==> config.mk <==
export PLATFORM = sky130hd
export DESIGN_NAME = keyboard_interface_fifo_core
export DESIGN_NICKNAME = d
export VERILOG_FILES = /design/src/design/kbif_pkg.sv /design/src/design/kbif_ctrl.sv /design/src/design/kbif_dp.sv /design/src/design/keyboard_interface_fifo_core.sv
export SDC_FILE = /design/constraint.sdc
export NUM_CORES = 1
export LEC_CHECK = 0
export BUFFER_PORTS_ARGS = -buffer_cell sky130_fd_sc_hd__buf_4
export CAP_MARGIN = 5
export CORE_ASPECT_RATIO = 0.5
export CORE_UTILIZATION = 23
export CTS_CLUSTER_DIAMETER = 50
export DETAILED_ROUTE_END_ITERATION = 8
export PLACE_DENSITY = 0.37
export SKIP_LAST_GASP = 1
export SYNTH_ARGS = -nofsm -noshare
export SYNTH_HDL_FRONTEND = slang
export SYNTH_SLANG_ARGS = --single-unit
==> constraint.sdc <==
create_clock -name clock -period 3.5 [get_ports clock]
set_input_delay 0.35 -clock clock [delete_from_list [all_inputs] [get_ports clock]]
set_output_delay 0.35 -clock clock [all_outputs]
set_load 0.02 [all_outputs]
==> src/design/kbif_pkg.sv <==
// Package for the keyboard interface block: sizes, codes, controller states and the
// command and status structs that pass between the controller and the datapath.
// Depends on nothing.
`timescale 1ns / 1ps

package kbif_pkg;

   // Queue sizing
   localparam int QUEUE_DEPTH = 16;
   localparam int PTR_W       = (QUEUE_DEPTH > 1) ? $clog2(QUEUE_DEPTH) : 1;
   localparam int CNT_W       = $clog2(QUEUE_DEPTH + 1);

   // Status byte layout: only the low three bits of the position count
   localparam int         PENDING_BIT  = 0;
   localparam logic [7:0] PENDING_MASK = 8'(1 << (PENDING_BIT % 8));

   // Controller command and configuration byte fields
   localparam logic [7:0] CMD_CONFIGURE    = 8'h60;
   localparam logic [7:0] CFG_DISABLE_MASK = 8'h10;
   localparam logic [7:0] CFG_IRQ_MASK     = 8'h01;

   // Item kinds; code 3 is unused and falls into default arms
   typedef enum logic [1:0] {
      REQ_WRITE = 2'd0,
      REQ_READ  = 2'd1,
      REQ_KEY   = 2'd2
   } req_kind_type;

   // Register selects
   typedef enum logic [1:0] {
      REG_RX     = 2'd0,
      REG_STATUS = 2'd1,
      REG_CMD    = 2'd2,
      REG_TX     = 2'd3
   } reg_sel_type;

   typedef enum logic [1:0] {
      ST_IDLE,
      ST_EXEC,
      ST_POP
   } state_type;

   // Controller to datapath
   typedef struct packed {
      logic load_item;   // capture the accepted item
      logic commit;      // apply an item that needs no dequeue, load the result
      logic pop_commit;  // finish a dequeue, load the result
   } ctrl_cmd_type;

   // Datapath to controller
   typedef struct packed {
      logic pop_hit;     // held item reads the receive register with keys queued
      logic slot_free;   // result register can take a new result this cycle
   } dp_status_type;

   // Circular pointer step
   function automatic logic [PTR_W-1:0] next_ptr(input logic [PTR_W-1:0] ptr);
      logic [PTR_W-1:0] nxt;
      if (ptr == PTR_W'(QUEUE_DEPTH - 1)) begin
         nxt = '0;
      end else begin
         nxt = ptr + PTR_W'(1);
      end
      return nxt;
   endfunction

endpackage

==> src/design/kbif_ctrl.sv <==
// Controller for the keyboard interface block: accepts items and sequences the
// datapath through execute and dequeue steps. Uses kbif_pkg.
`timescale 1ns / 1ps

module kbif_ctrl (
   input  logic                   clock,
   input  logic                   reset,
   input  logic                   req_tvalid,
   output logic                   req_tready,
   input  kbif_pkg::dp_status_type status,
   output kbif_pkg::ctrl_cmd_type  cmd
);
   import kbif_pkg::*;

   state_type state_ff;
   state_type state_in;

   // State register
   always_ff @(posedge clock) begin
      if (reset) begin
         state_ff <= ST_IDLE;
      end else begin
         state_ff <= state_in;
      end
   end

   // Next state and commands
   always_comb begin
      state_in   = state_ff;
      cmd        = '0;
      req_tready = 1'b0;
      unique case (state_ff)
         ST_IDLE: begin
            req_tready = 1'b1;
            if (req_tvalid) begin
               cmd.load_item = 1'b1;
               state_in      = ST_EXEC;
            end
         end
         ST_EXEC: begin
            // a dequeue waits in ST_POP for the registered queue read data
            if (status.pop_hit) begin
               state_in = ST_POP;
            end else if (status.slot_free) begin
               cmd.commit = 1'b1;
               state_in   = ST_IDLE;
            end
         end
         ST_POP: begin
            if (status.slot_free) begin
               cmd.pop_commit = 1'b1;
               state_in       = ST_IDLE;
            end
         end
         default: begin
            state_in = ST_IDLE;
         end
      endcase
   end

   // Dequeue step follows the execute step, or itself while the result is stalled
   ap_pop_after_exec: assert property (@(posedge clock) disable iff (reset)
      (state_ff == ST_POP) |-> ($past(state_ff) == ST_EXEC || $past(state_ff) == ST_POP))
      else $error("dequeue step entered from the wrong state");

   // At most one datapath action per cycle
   ap_one_action: assert property (@(posedge clock) disable iff (reset)
      $onehot0({cmd.load_item, cmd.commit, cmd.pop_commit}))
      else $error("controller issued conflicting commands");

   // Dequeue finish only from the dequeue step
   ap_pop_commit_state: assert property (@(posedge clock) disable iff (reset)
      cmd.pop_commit |-> (state_ff == ST_POP))
      else $error("dequeue finish outside the dequeue step");

endmodule

==> src/design/kbif_dp.sv <==
// Datapath for the keyboard interface block: item holding registers, keycode queue,
// controller registers and the result register. Uses kbif_pkg.
`timescale 1ns / 1ps

module kbif_dp (
   input  logic                    clock,
   input  logic                    reset,
   input  kbif_pkg::ctrl_cmd_type   cmd,
   output kbif_pkg::dp_status_type  status,
   input  logic [1:0]               req_kind,
   input  logic [1:0]               reg_sel,
   input  logic [7:0]               write_data,
   input  logic [7:0]               keycode,
   output logic                     rsp_tvalid,
   input  logic                     rsp_tready,
   output logic [7:0]               read_data,
   output logic                     key_dropped,
   output logic                     data_pending,
   output logic                     irq_enabled
);
   import kbif_pkg::*;

   // Held item
   logic [1:0] kind_ff;
   logic [1:0] sel_ff;
   logic [7:0] wdata_ff;
   logic [7:0] keycode_ff;

   // Queue and controller state
   logic [7:0]       queue_mem [QUEUE_DEPTH];
   logic [7:0]       rd_data_ff;
   logic [PTR_W-1:0] wptr_ff, wptr_in;
   logic [PTR_W-1:0] rptr_ff, rptr_in;
   logic [CNT_W-1:0] count_ff, count_in;
   logic [7:0]       receive_ff, receive_in;
   logic [7:0]       transmit_ff, transmit_in;
   logic [7:0]       command_ff, command_in;
   logic             enabled_ff, enabled_in;
   logic             irq_ff, irq_in;
   logic             pending_ff, pending_in;
   logic             push_en;

   // Result register
   logic       out_valid_ff, out_valid_in;
   logic [7:0] out_rdata_ff;
   logic       out_drop_ff;
   logic       out_pend_ff;
   logic       out_irq_ff;
   logic [7:0] rdata;
   logic       dropped;

   // Item capture
   always_ff @(posedge clock) begin
      if (cmd.load_item) begin
         kind_ff    <= req_kind;
         sel_ff     <= reg_sel;
         wdata_ff   <= write_data;
         keycode_ff <= keycode;
      end
   end

   // Status to the controller
   always_comb begin
      status.pop_hit   = (kind_ff == REQ_READ) && (sel_ff == REG_RX) && (count_ff != '0);
      status.slot_free = !out_valid_ff || rsp_tready;
   end

   // Queue memory: write at the write pointer, registered read at the read pointer
   always_ff @(posedge clock) begin
      if (push_en) begin
         queue_mem[wptr_ff] <= keycode_ff;
      end
      rd_data_ff <= queue_mem[rptr_ff];
   end

   // Item execution
   always_comb begin
      wptr_in     = wptr_ff;
      rptr_in     = rptr_ff;
      count_in    = count_ff;
      receive_in  = receive_ff;
      transmit_in = transmit_ff;
      command_in  = command_ff;
      enabled_in  = enabled_ff;
      irq_in      = irq_ff;
      pending_in  = pending_ff;
      push_en     = 1'b0;
      rdata       = 8'h00;
      dropped     = 1'b0;
      if (cmd.pop_commit) begin
         receive_in = rd_data_ff;
         rptr_in    = next_ptr(rptr_ff);
         count_in   = count_ff - CNT_W'(1);
         pending_in = (count_ff != CNT_W'(1));
         rdata      = rd_data_ff;
      end else if (cmd.commit) begin
         case (kind_ff)
            REQ_WRITE: begin
               if (sel_ff == REG_CMD) begin
                  command_in = wdata_ff;
               end else if (sel_ff == REG_TX) begin
                  transmit_in = wdata_ff;
                  if (command_ff == CMD_CONFIGURE) begin
                     enabled_in = (wdata_ff & CFG_DISABLE_MASK) == 8'h00;
                     irq_in     = (wdata_ff & CFG_IRQ_MASK) != 8'h00;
                  end
               end
            end
            REQ_READ: begin
               // receive read here only with an empty queue
               if (sel_ff == REG_RX) begin
                  rdata      = receive_ff;
                  pending_in = 1'b0;
               end else if (sel_ff == REG_STATUS) begin
                  rdata = pending_ff ? PENDING_MASK : 8'h00;
               end
            end
            REQ_KEY: begin
               if (!enabled_ff || count_ff >= CNT_W'(QUEUE_DEPTH)) begin
                  dropped = 1'b1;
               end else begin
                  push_en    = 1'b1;
                  wptr_in    = next_ptr(wptr_ff);
                  count_in   = count_ff + CNT_W'(1);
                  pending_in = 1'b1;
               end
            end
            default: begin
            end
         endcase
      end
   end

   // Controller state registers
   always_ff @(posedge clock) begin
      if (reset) begin
         wptr_ff     <= '0;
         rptr_ff     <= '0;
         count_ff    <= '0;
         receive_ff  <= 8'h00;
         transmit_ff <= 8'h00;
         command_ff  <= 8'h00;
         enabled_ff  <= 1'b0;
         irq_ff      <= 1'b0;
         pending_ff  <= 1'b0;
      end else begin
         wptr_ff     <= wptr_in;
         rptr_ff     <= rptr_in;
         count_ff    <= count_in;
         receive_ff  <= receive_in;
         transmit_ff <= transmit_in;
         command_ff  <= command_in;
         enabled_ff  <= enabled_in;
         irq_ff      <= irq_in;
         pending_ff  <= pending_in;
      end
   end

   // Result register valid
   always_comb begin
      out_valid_in = out_valid_ff;
      if (cmd.commit || cmd.pop_commit) begin
         out_valid_in = 1'b1;
      end else if (rsp_tready) begin
         out_valid_in = 1'b0;
      end
   end

   always_ff @(posedge clock) begin
      if (reset) begin
         out_valid_ff <= 1'b0;
      end else begin
         out_valid_ff <= out_valid_in;
      end
   end

   // Result payload
   always_ff @(posedge clock) begin
      if (cmd.commit || cmd.pop_commit) begin
         out_rdata_ff <= rdata;
         out_drop_ff  <= dropped;
         out_pend_ff  <= pending_in;
         out_irq_ff   <= irq_in;
      end
   end

   assign rsp_tvalid   = out_valid_ff;
   assign read_data    = out_rdata_ff;
   assign key_dropped  = out_drop_ff;
   assign data_pending = out_pend_ff;
   assign irq_enabled  = out_irq_ff;

   // Pending always mirrors a non-empty queue
   ap_pending_tracks_count: assert property (@(posedge clock) disable iff (reset)
      pending_ff == (count_ff != '0))
      else $error("pending flag out of step with queue fill");

   // Fill never exceeds the depth
   ap_count_bound: assert property (@(posedge clock) disable iff (reset)
      count_ff <= CNT_W'(QUEUE_DEPTH))
      else $error("queue fill above depth");

   // A result is never loaded over one that was not taken
   ap_no_overwrite: assert property (@(posedge clock) disable iff (reset)
      (cmd.commit || cmd.pop_commit) |-> (!out_valid_ff || rsp_tready))
      else $error("result register overwritten");

endmodule

==> src/design/keyboard_interface_fifo_core.sv <==
// Top level of the keyboard interface block with its keycode queue.
// Instantiates kbif_ctrl and kbif_dp; uses kbif_pkg.
//
//   channel   dir   handshake             payload
//   req_      in    req_tvalid/tready     tdata: write_data, keycode
//                                         tuser: req_type, reg_select
//   rsp_      out   rsp_tvalid/tready     tdata: read_data, key_dropped,
//                                                data_pending, irq_enabled
//
// An item goes through accept and execute steps; a receive read that dequeues adds
// a dequeue step for the registered read of the queue memory.
// Synchronous active-high reset clears pointers, fill count and control registers;
// queue contents are not cleared. The result register lets the next item be accepted
// while a result waits; a stalled result holds the next item's execute or dequeue step.
`timescale 1ns / 1ps

module keyboard_interface_fifo_core (
   input  logic        clock,
   input  logic        reset,
   input  logic        req_tvalid,
   output logic        req_tready,
   input  logic [15:0] req_tdata,   // [7:0] write_data, [15:8] keycode
   input  logic [3:0]  req_tuser,   // [1:0] req_type, [3:2] reg_select
   output logic        rsp_tvalid,
   input  logic        rsp_tready,
   output logic [15:0] rsp_tdata    // [7:0] read_data, [8] key_dropped,
                                    // [9] data_pending, [10] irq_enabled, [15:11] zero
);
   import kbif_pkg::*;

   ctrl_cmd_type  cmd;
   dp_status_type status;
   logic [7:0]    read_data;
   logic          key_dropped;
   logic          data_pending;
   logic          irq_enabled;

   kbif_ctrl u_ctrl (
      .clock      (clock),
      .reset      (reset),
      .req_tvalid (req_tvalid),
      .req_tready (req_tready),
      .status     (status),
      .cmd        (cmd)
   );

   kbif_dp u_dp (
      .clock        (clock),
      .reset        (reset),
      .cmd          (cmd),
      .status       (status),
      .req_kind     (req_tuser[1:0]),
      .reg_sel      (req_tuser[3:2]),
      .write_data   (req_tdata[7:0]),
      .keycode      (req_tdata[15:8]),
      .rsp_tvalid   (rsp_tvalid),
      .rsp_tready   (rsp_tready),
      .read_data    (read_data),
      .key_dropped  (key_dropped),
      .data_pending (data_pending),
      .irq_enabled  (irq_enabled)
   );

   // Result packing
   assign rsp_tdata = {5'b0, irq_enabled, data_pending, key_dropped, read_data};

endmodule
==> metrics.md <==
| Metric | Value |
|---|---|
| Status | completed |
| Part of the Yosys area used for sequential elements | 0.696 |
| Worst-path cell chain | inv_1, ha_1, nor4b_1, o2111a_1, nand2_1, nor2_1 |
| Met2 Resource Use GR | 0.171 |
| Part of the power in registers | 0.511 |
| First-pass GRT wire length | 29.0 mm |
| Max IR drop VDD | between 0.2 and 0.25 mV |
| # H-tree levels | 1 |
| Largest delay contributor family on the critical path | simple AND/OR/NAND/NOR gates |
| Mapped Cells | ~500 |
| Sink Count | around 200 |
| Drt pass-1 iters | 4 |
| Synth top area cells | edfxtp_1, dfxtp_1, mux4_2, mux2i_1, ha_1 |
| Yosys warnings | 0 |
| Post-synthesis mux area share | 0.118 |
| Synth top cells by count | edfxtp_1, dfxtp_1, nand2_1 |
| Fraction of registers with async set/reset | 0 |
| Post-synth top area cell | edfxtp_1 |
| Initial drt markers | roughly 260 |
| Met1 usage | 0.153 |
| Post-CTS resize count | 0 |
| Crit path DAT | about 2.8 ns |
| Slowest CP cell | nor2_1 |
| Top Ports | 42 |
| DR vias/cell | 4.17 |
| Crit path max fanout | 8 |
| Antenna-violating nets left | 0 |
| Crit start category | flop |
| Post-detailed-route DRC marker count | 0 |
| Via count | between 4000 and 5000 |
| Relative slew slack | 0.422 |
| Grt ovf | 0 |
| Net Sw Frac | 0.223 |
| Clock transition at path regs | 0.06 ns |
| Post-Syn Area | about 8000 um^2 |
| Post-synth top flop | edfxtp_1 |
| Detailed Route WL | just under 20 mm |
| Postcts setup bufs | 0 |
| Fillers | around 3500 |
| Fin util | 0.287 |
| Hpwl dp | roughly 13 mm |
| Initial Util | 0.234 |
| Worst Setup Path Type | reg2reg |
| Combinational power share | 0.021 |
| Slew @ Worst Pin | about 0.86 ns |
| Crit. End Element | flop |
| Layout Skew | 0.0356 ns |
| Fin. Hold Viols | 0 |
| Clock network fraction of total power | 0.468 |
| Syn_area_per_cell | 15.9 um^2 |
| Insertion delay to the later sink of the worst-skew pair | 0.54 ns |
| Post-synthesis simple-gate area fraction | 0.0858 |
| Core area | roughly 35000 um^2 |
| GRT busiest layer | met2 |
| Adder-cell share of the synthesized area | 0.0185 |
| Clk buf depth | 3 |
| Full die area | approximately 36000 um^2 |
| Proportion of layout cells with a drive suffix above 1 | 0.237 |
| Static Leak | around 0.0031 uW |
| Final min period | ~2.7 ns |
| Global Route met3 Usage | 0.0186 |
| Final setup fails | 0 |
| CTS Root Cell | clkbuf_16 |
| Sw Pwr | 1160 uW |
| Final GP Congestion | roughly 0.76 |
| Count of cell types in the netlist | 50 |
| Area Growth Syn to Fin | 22.5% |
| WP data required | about 3.7 ns |
| Pwr Density | 523 nW/um^2 |
| Most frequent cell after synthesis | edfxtp_1 |
| Vias in the first global route | around 4600 |
| Port-buffer cells | 36 |
| Final Cycle Share | 0.762 |
| GRT Total Usage | 0.108 |
| Yosys reg bits | about 200 |
| Largest net degree at the start of global routing | between 40 and 50 |
| EDFF count, synth | roughly 160 |
| Initial antenna violation count | 0 |
| Fin nets | ~620 |
| Top cell type's share of synthesized area | 0.590 |
| Cell-internal power | around 4000 uW |
| Wire per inst | approximately 18 um |
| Max cap viols | 0 |
| Complex-gate fraction of the synthesized area | 0.0546 |
| Die W | 267 um |
| Xor/xnor cell area share of the yosys netlist | 0.00108 |
| # rows | 48 |
| Number of CTS-inserted buffers | 24 |
| Die H | about 130 um |
| F_max | around 370 MHz |
| CTS tree | built |
| Hold Crit Class | in2reg |
| Setup TNS | 0 ns |
| Max Transition Viols Final | 0 |
| Worst stage delay on the critical path | roughly 0.7 ns |
| RSZ-0062 raised after global routing | false |
| Largest family of logic cells by synthesized area | multiplexers |
| Crit path buf inv count | 1 |
| # diodes | 0 |
| Power Total | just over 5000 uW |
sequential cells by signal, indices dropped and copies added, names as in the netlist:
| register | count |
|---|---|
| u_dp.sel_ff | 2 |
| u_dp.rd_data_ff | 8 |
| u_dp.pending_ff | 1 |
| u_ctrl.state_ff | 2 |
| u_dp.irq_enabled | 1 |
| u_dp.keycode_ff | 8 |
| u_dp.rsp_tvalid | 1 |
| u_dp.irq_ff | 1 |
| u_dp.receive_ff | 8 |
| u_dp.kind_ff | 2 |
| u_dp.key_dropped | 1 |
| u_dp.command_ff | 8 |
| u_dp.count_ff | 5 |
| u_dp.data_pending | 1 |
| u_dp.wdata_ff | 8 |
| u_dp.read_data | 8 |
| u_dp.rptr_ff | 4 |
| u_dp.wptr_ff | 4 |
| u_dp.enabled_ff | 1 |
| u_dp.queue_mem | 128 |
kinds of logic (layout without fill, tap and decap cells):
kind of cell               after synthesis  count (layout)
other                                    1               5
DFF                                    202             202
AOI/OAI and AO/OA                       67              67
adders and majority gates               12              12
and+or+nand+nor                        130             130
muxes                                   54              54
buffers and inverters                   43             127
xor gates and xnor gates                 1               1
cell type report:
cell class	count	area [um^2]	share of cell area
clock buffers	26	608	0.0613
clock inverters	18	174	0.0175
inverters	8	30.0	0.00303
multi-input cells	269	2270	0.229
flip-flops and latches	202	5640	0.569
well taps	475	594	0.0599
repair buffers	75	606	0.0611
path summary, 6_finish.rpt:
| check | start | endpoint | slack [ns] | depth (start not counted) |
|---|---|---|---|---|
| min reg2reg | u_dp.rd_data_ff[2] | u_dp.receive_ff[2] | 0.45 | 2 |
| max | u_dp.count_ff[0] | u_dp.queue_mem[15][1] | 0.83 | 6 |
| max reg2reg | u_dp.count_ff[0] | u_dp.queue_mem[15][1] | 0.83 | 6 |
| min | req_tuser[3] | u_dp.sel_ff[1] | 0.02 | 1 |
layout by cell type, fill, tap and decap left out, types with 3 or more instances in the layout:
cell type      Yosys  final
inv_6              0      4
o21ai_0            6      6
nand2_1           35     35
clkinvlp_4         0      4
a21oi_1           28     28
buf_4             11     58
conb_1             1      5
nor2_1            29     29
dlygate4sd3_1      0     17
inv_1              8      8
ha_1              12     12
nor3_1            13     13
a211oi_1          10     10
dfxtp_1           43     42
nand3_1            9      9
nand2b_1           9      9
mux4_2            32     32
clkinv_2           0      5
clkbuf_16          0     24
a31oi_1            3      3
edfxtp_1         159    159
a22o_1             7      7
mux2i_1           19     19
nor2b_1           15     15
power groups by stage:
| stage | clock network, uW | logic (uW) | registers (uW) |
|---|---|---|---|
| after floorplan | 0 | 50.8 | 2690 |
| after global placement | 0 | 93.3 | 2710 |
| after detailed placement | 0 | 93.8 | 2710 |
| after CTS | 2510 | 108 | 2650 |
| after global routing | 2600 | 117 | 2660 |
| final | 2430 | 107 | 2650 |
metal layers:
layer	routed length (um)	up-vias
met5	0	-
met4	270	0
met1	9380	2278
met3	714	20
met2	8850	73
li1	-	2100
per-stage QoR:
stage / instances / hold WS, ns / setup WS (ns) / cell area (um^2)
after floorplan: 514 / 0.432 / 1.07 / 8110
after global placement: 1012 / 0.440 / 0.928 / 8960
after detailed placement: 1012 / 0.449 / 0.763 / 8960
after CTS: 1071 / 0.000567 / 0.765 / 9890
after global routing: 1073 / 0.00127 / 0.569 / 9910
final: 1073 / 0.0201 / 0.832 / 9910
timing repair:
action	in CTS	in global routing
hold buffers	15	2
endpoints found under the setup margin	0	0
endpoints found under the hold margin	15	2
No activity file was read; power rests on OpenSTA's default activity.
